==> src/hdl/tmpsl_pkg.sv <==
// ----------------------------------------------------------------------------
// tmpsl_pkg - shared types and constants of the three-motor PID speed loop
// Widths, gain format, register codes and the records that lanes, the
// result queue and the top level exchange.
// ----------------------------------------------------------------------------
package tmpsl_pkg;

    localparam int GAIN_FRAC_BITS = 12;
    localparam int MOTOR_COUNT    = 3;
    localparam int DATA_W         = 16;

    // unsigned 16-bit gain (as 17-bit signed) times signed 16-bit operand
    localparam int PROD_W = 2 * DATA_W + 1;
    // sum of three products
    localparam int ACC_W  = PROD_W + 2;
    // magnitude after the fixed-point shift
    localparam int MAG_W  = ACC_W - GAIN_FRAC_BITS;

    localparam int QUEUE_DEPTH = 8;
    localparam int QUEUE_IDX_W = $clog2(QUEUE_DEPTH);
    localparam int CREDIT_W    = QUEUE_IDX_W + 1;

    localparam int REG_IDX_W = 2;
    localparam int PADDR_W   = REG_IDX_W + 2;
    localparam int PDATA_W   = 32;

    localparam logic [DATA_W-1:0] KP_RESET = DATA_W'(1229);
    localparam logic [DATA_W-1:0] KD_RESET = DATA_W'(41);
    localparam logic [DATA_W-1:0] KI_RESET = DATA_W'(41);

    typedef enum logic [REG_IDX_W-1:0] {
        REG_KP = 2'd0,
        REG_KD = 2'd1,
        REG_KI = 2'd2
    } reg_idx_t;

    typedef struct packed {
        logic [DATA_W-1:0] kp;
        logic [DATA_W-1:0] kd;
        logic [DATA_W-1:0] ki;
    } gains_t;

    typedef struct packed {
        logic                     forward;
        logic [DATA_W-1:0]        drive;
        logic signed [DATA_W-1:0] speed;
    } lane_res_t;

    typedef lane_res_t [MOTOR_COUNT-1:0] beat_t;

endpackage

==> src/hdl/tmpsl_merge.sv <==
// ----------------------------------------------------------------------------
// tmpsl_merge - result queue
// Packs the lane results of one tick into a beat and queues it; grants
// input credit while room remains for every tick in flight.
// ----------------------------------------------------------------------------
module tmpsl_merge (
    input  logic                clk,
    input  logic                rst_n,
    input  logic                push,
    input  tmpsl_pkg::beat_t    push_data,
    input  logic                take,
    output logic                room,
    output logic                out_valid,
    input  logic                out_ready,
    output tmpsl_pkg::beat_t    out_data
);
    import tmpsl_pkg::*;

    beat_t                queue_mem [QUEUE_DEPTH];
    logic [QUEUE_IDX_W-1:0] wr_ptr_reg;
    logic [QUEUE_IDX_W-1:0] rd_ptr_reg;
    logic [CREDIT_W-1:0]    fill_reg;
    logic [CREDIT_W-1:0]    fill_next;
    logic [CREDIT_W-1:0]    credit_reg;
    logic [CREDIT_W-1:0]    credit_next;
    logic                   pop;

    assign out_valid = (fill_reg != '0);
    assign pop       = out_valid && out_ready;
    assign out_data  = queue_mem[rd_ptr_reg];
    // one credit per tick accepted and not yet delivered
    assign room      = (credit_reg < CREDIT_W'(QUEUE_DEPTH));

    assign fill_next   = fill_reg + CREDIT_W'(push) - CREDIT_W'(pop);
    assign credit_next = credit_reg + CREDIT_W'(take) - CREDIT_W'(pop);

    always_ff @(posedge clk)
    begin
        if (push)
        begin
            queue_mem[wr_ptr_reg] <= push_data;
        end
    end

    always_ff @(posedge clk or negedge rst_n)
    begin
        if (!rst_n)
        begin
            wr_ptr_reg <= '0;
            rd_ptr_reg <= '0;
            fill_reg   <= '0;
            credit_reg <= '0;
        end
        else
        begin
            if (push)
            begin
                wr_ptr_reg <= wr_ptr_reg + 1'b1;
            end
            if (pop)
            begin
                rd_ptr_reg <= rd_ptr_reg + 1'b1;
            end
            fill_reg   <= fill_next;
            credit_reg <= credit_next;
        end
    end

endmodule

==> config.mk <==
export PLATFORM = sky130hd
export DESIGN_NAME = tmpsl_merge
export DESIGN_NICKNAME = d
export VERILOG_FILES = /design/src/hdl/tmpsl_pkg.sv /design/src/hdl/tmpsl_merge.sv
export SDC_FILE = /design/constraint.sdc
export NUM_CORES = 1
export LEC_CHECK = 0
export BUFFER_PORTS_ARGS = -buffer_cell sky130_fd_sc_hd__buf_2
export CAP_MARGIN = 10
export CORE_UTILIZATION = 50
export CTS_CLUSTER_DIAMETER = 100
export DETAILED_ROUTE_END_ITERATION = 6
export GPL_ROUTABILITY_DRIVEN = 0
export PLACE_DENSITY_LB_ADDON = 0.1
export SYNTH_ARGS = -nofsm -noshare
export SYNTH_HDL_FRONTEND = slang
export SYNTH_SLANG_ARGS = --single-unit
==> constraint.sdc <==
create_clock -name clk -period 25.3 [get_ports clk]
set_input_delay 1.265 -clock clk [delete_from_list [all_inputs] [get_ports clk]]
set_output_delay 1.265 -clock clk [all_outputs]
set_load 0.01 [all_outputs]
==> out/metrics.cfg <==
[critical_path]
crit_start=rd_ptr_reg[0]
reg2reg_from=wr_ptr_reg[2]
cp_max_fo=52
path_buf_inv=3
critPathSlowestCell=buf_4
reg2reg_to=queue_mem[1][17]
cp-start-kind=flop
worstPathCellList=buf_4 -> buf_4 -> mux4_2 -> mux2_4 -> buf_2
r2r_cells=4
worstPathArrival_ps=4260
max_stage_delay_ps=930
worstPathRequired_ps=24030
crit_family=buffers and inverters
cpMostUsedCell=buf_4
path_depth=5
r2r_setup_slack_ps=22070
critical_path.endpoint=out_data[52]
setup.worst_path.end_class=output port
crit_type=flop to output port

[global_route]
antenna_found_initial=10
grt_pass1_vias=14314
grt_use_total_pct=19.5
grt_pass1_wl_um=89700
overflow=0
grt_max_degree=143

[timing]
setup_viol_count_final=0
hold_viol=0
slew_headroom_pct=26.7
fin_skew_ps=17.9
setup_tns_ps=0
rsz0062_at_grt=no
max_freq_mhz=181
tightest_slew_ps=1100
period_share_pct=21.8
period_needed_ps=5520
slew_viol_final=0

[drt]
post-route-drc-count=0
vias_per_cell=5.65
first_pass_iters=5
drtIter0Drc=790
num_vias=13089
wl_per_cell_um=25.5
ant_nets=0
drt-total-wl_um=59200

[cells_and_area]
layout_commonest_cell=edfxtp_1
largest_reg_flops=792
layout_common_cells=edfxtp_1 (792), buf_2 (204), mux4_2 (198)
nets=1586
final_core_util_pct=58.0
drive_above_1_share_pct=42.0
syn_to_final_growth_pct=14.0

[die]
dieWidth_um=250
fp.coreArea_sq_mm=0.0607
rows=90
dieArea_sq_mm=0.0627
initial_core_util_pct=50.9
die_y_um=250
io_pins=205

[synthesis]
syn_nets=1329
ys_seq_area_share_pct=78.2
yosysUniqueCellTypes=27
netlist_instances=1214
yosys_register_bits=806
synth_area_sq_mm=0.0309
avgSynthCellArea_sq_um=25.4
ys.warnings.count=0

[hold_path]
hold_class=flop to flop

[clock_tree]
cts_sinks=806
cts.path.max_buffers=3
cts-root-buf=clkbuf_16
cts_tree=yes
clock_latency_ps=630
path_clk_slew_ps=60
cts_buffers=83
cts_setup_buffers=0
hold_buffers=0
cts.htree.levels=3
cts_resized=0

[pwr]
p_leak_nw=11.7
ir_worst_vdd_mv=0.0695
p_per_area_mw_per_mm2=118

[flow_run]
cap_violations=0

[placed_design]
dp_hpwl_um=31000
io_buffers=204

[status]
status=completed

## cell usage after synthesis (all sizes together)
master	number	share of area, %
a21o	2	0.049
a21oi	2	0.032
buf	41	1.2
clkbuf	14	0.17
dfrtp	14	1.1
edfxtp	792	77
fa	2	0.13
ha	9	0.36
inv	8	0.097
mux2	101	4.6
mux2i	1	0.032
mux4	198	14
nand2	4	0.049
nand2b	3	0.061
nand3	1	0.016
nor2	7	0.085
nor3	2	0.032
or2	2	0.041
or3b	1	0.028
xnor2	7	0.20
xor2	3	0.085
## metrics by stage
step | total power [mW] | worst slack [ps] | cells | hold WS [ps] | instance area [sq um]
2_1_floorplan | 2.73 | 16570 | 1214 | 457 | 30900
3_3_place_gp | 3.08 | 20230 | 2168 | 488 | 32700
3_5_place_dp | 3.09 | 20230 | 2168 | 502 | 32700
4_1_cts | 4.22 | 19560 | 2316 | 515 | 35200
5_1_grt | 4.34 | 19350 | 2317 | 532 | 35200
6_report | 4.14 | 19780 | 2317 | 509 | 35200
## report_power, final
part	internal (mW)	switching [mW]
clock network	0.646	0.476
registers	1.68	0.0980
logic	0.640	0.601
total	2.97	1.18
## routing by layer
layer,global-route usage [%],vias to the layer above,share of wire (%)
li1,-,5707,-
met1,26.5,6993,43
met2,32.2,276,50
met3,4.44,97,4.9
met4,4.86,16,1.9
met5,0,-,0.18
## cell families (layout without fill, tap and decap cells)
family / Yosys count / count (layout) / synth area share (%)
AND/OR/NAND/NOR: 20 / 20 / 0.312
XOR/XNOR: 10 / 10 / 0.284
multiplexers: 300 / 300 / 19.1
AO/OA/AOI/OAI: 4 / 4 / 0.0811
adder cells (fa/ha/maj): 11 / 11 / 0.495
flip-flops: 806 / 806 / 78.2
buffers and inverters: 63 / 383 / 1.52
other: 0 / 1 / 0
## worst min-delay path by stage
stage | startpoint | to | slack (ps) | cells past startpoint
2_1_floorplan | wr_ptr_reg[2] | wr_ptr_reg[2] | 460 | 1
3_3_place_gp | wr_ptr_reg[2] | wr_ptr_reg[2] | 490 | 1
3_5_place_dp | wr_ptr_reg[2] | wr_ptr_reg[2] | 500 | 1
4_1_cts | rst_n | rd_ptr_reg[1] | 520 | 1
5_1_grt | rst_n | rd_ptr_reg[0] | 530 | 1
6_report | wr_ptr_reg[2] | wr_ptr_reg[2] | 510 | 1
## final cells by class
cell class / count / area [sq um]
diodes: 1 / 2.50
clock buffers: 107 / 2210
clock inverters: 41 / 287
fillers: 4357 / 25500
inverters: 8 / 30.0
multi-input cells: 345 / 6320
flip-flops and latches: 806 / 24100
well taps: 782 / 978
repair buffers: 227 / 1210
Note: power is estimated with default switching activity, not from simulation.
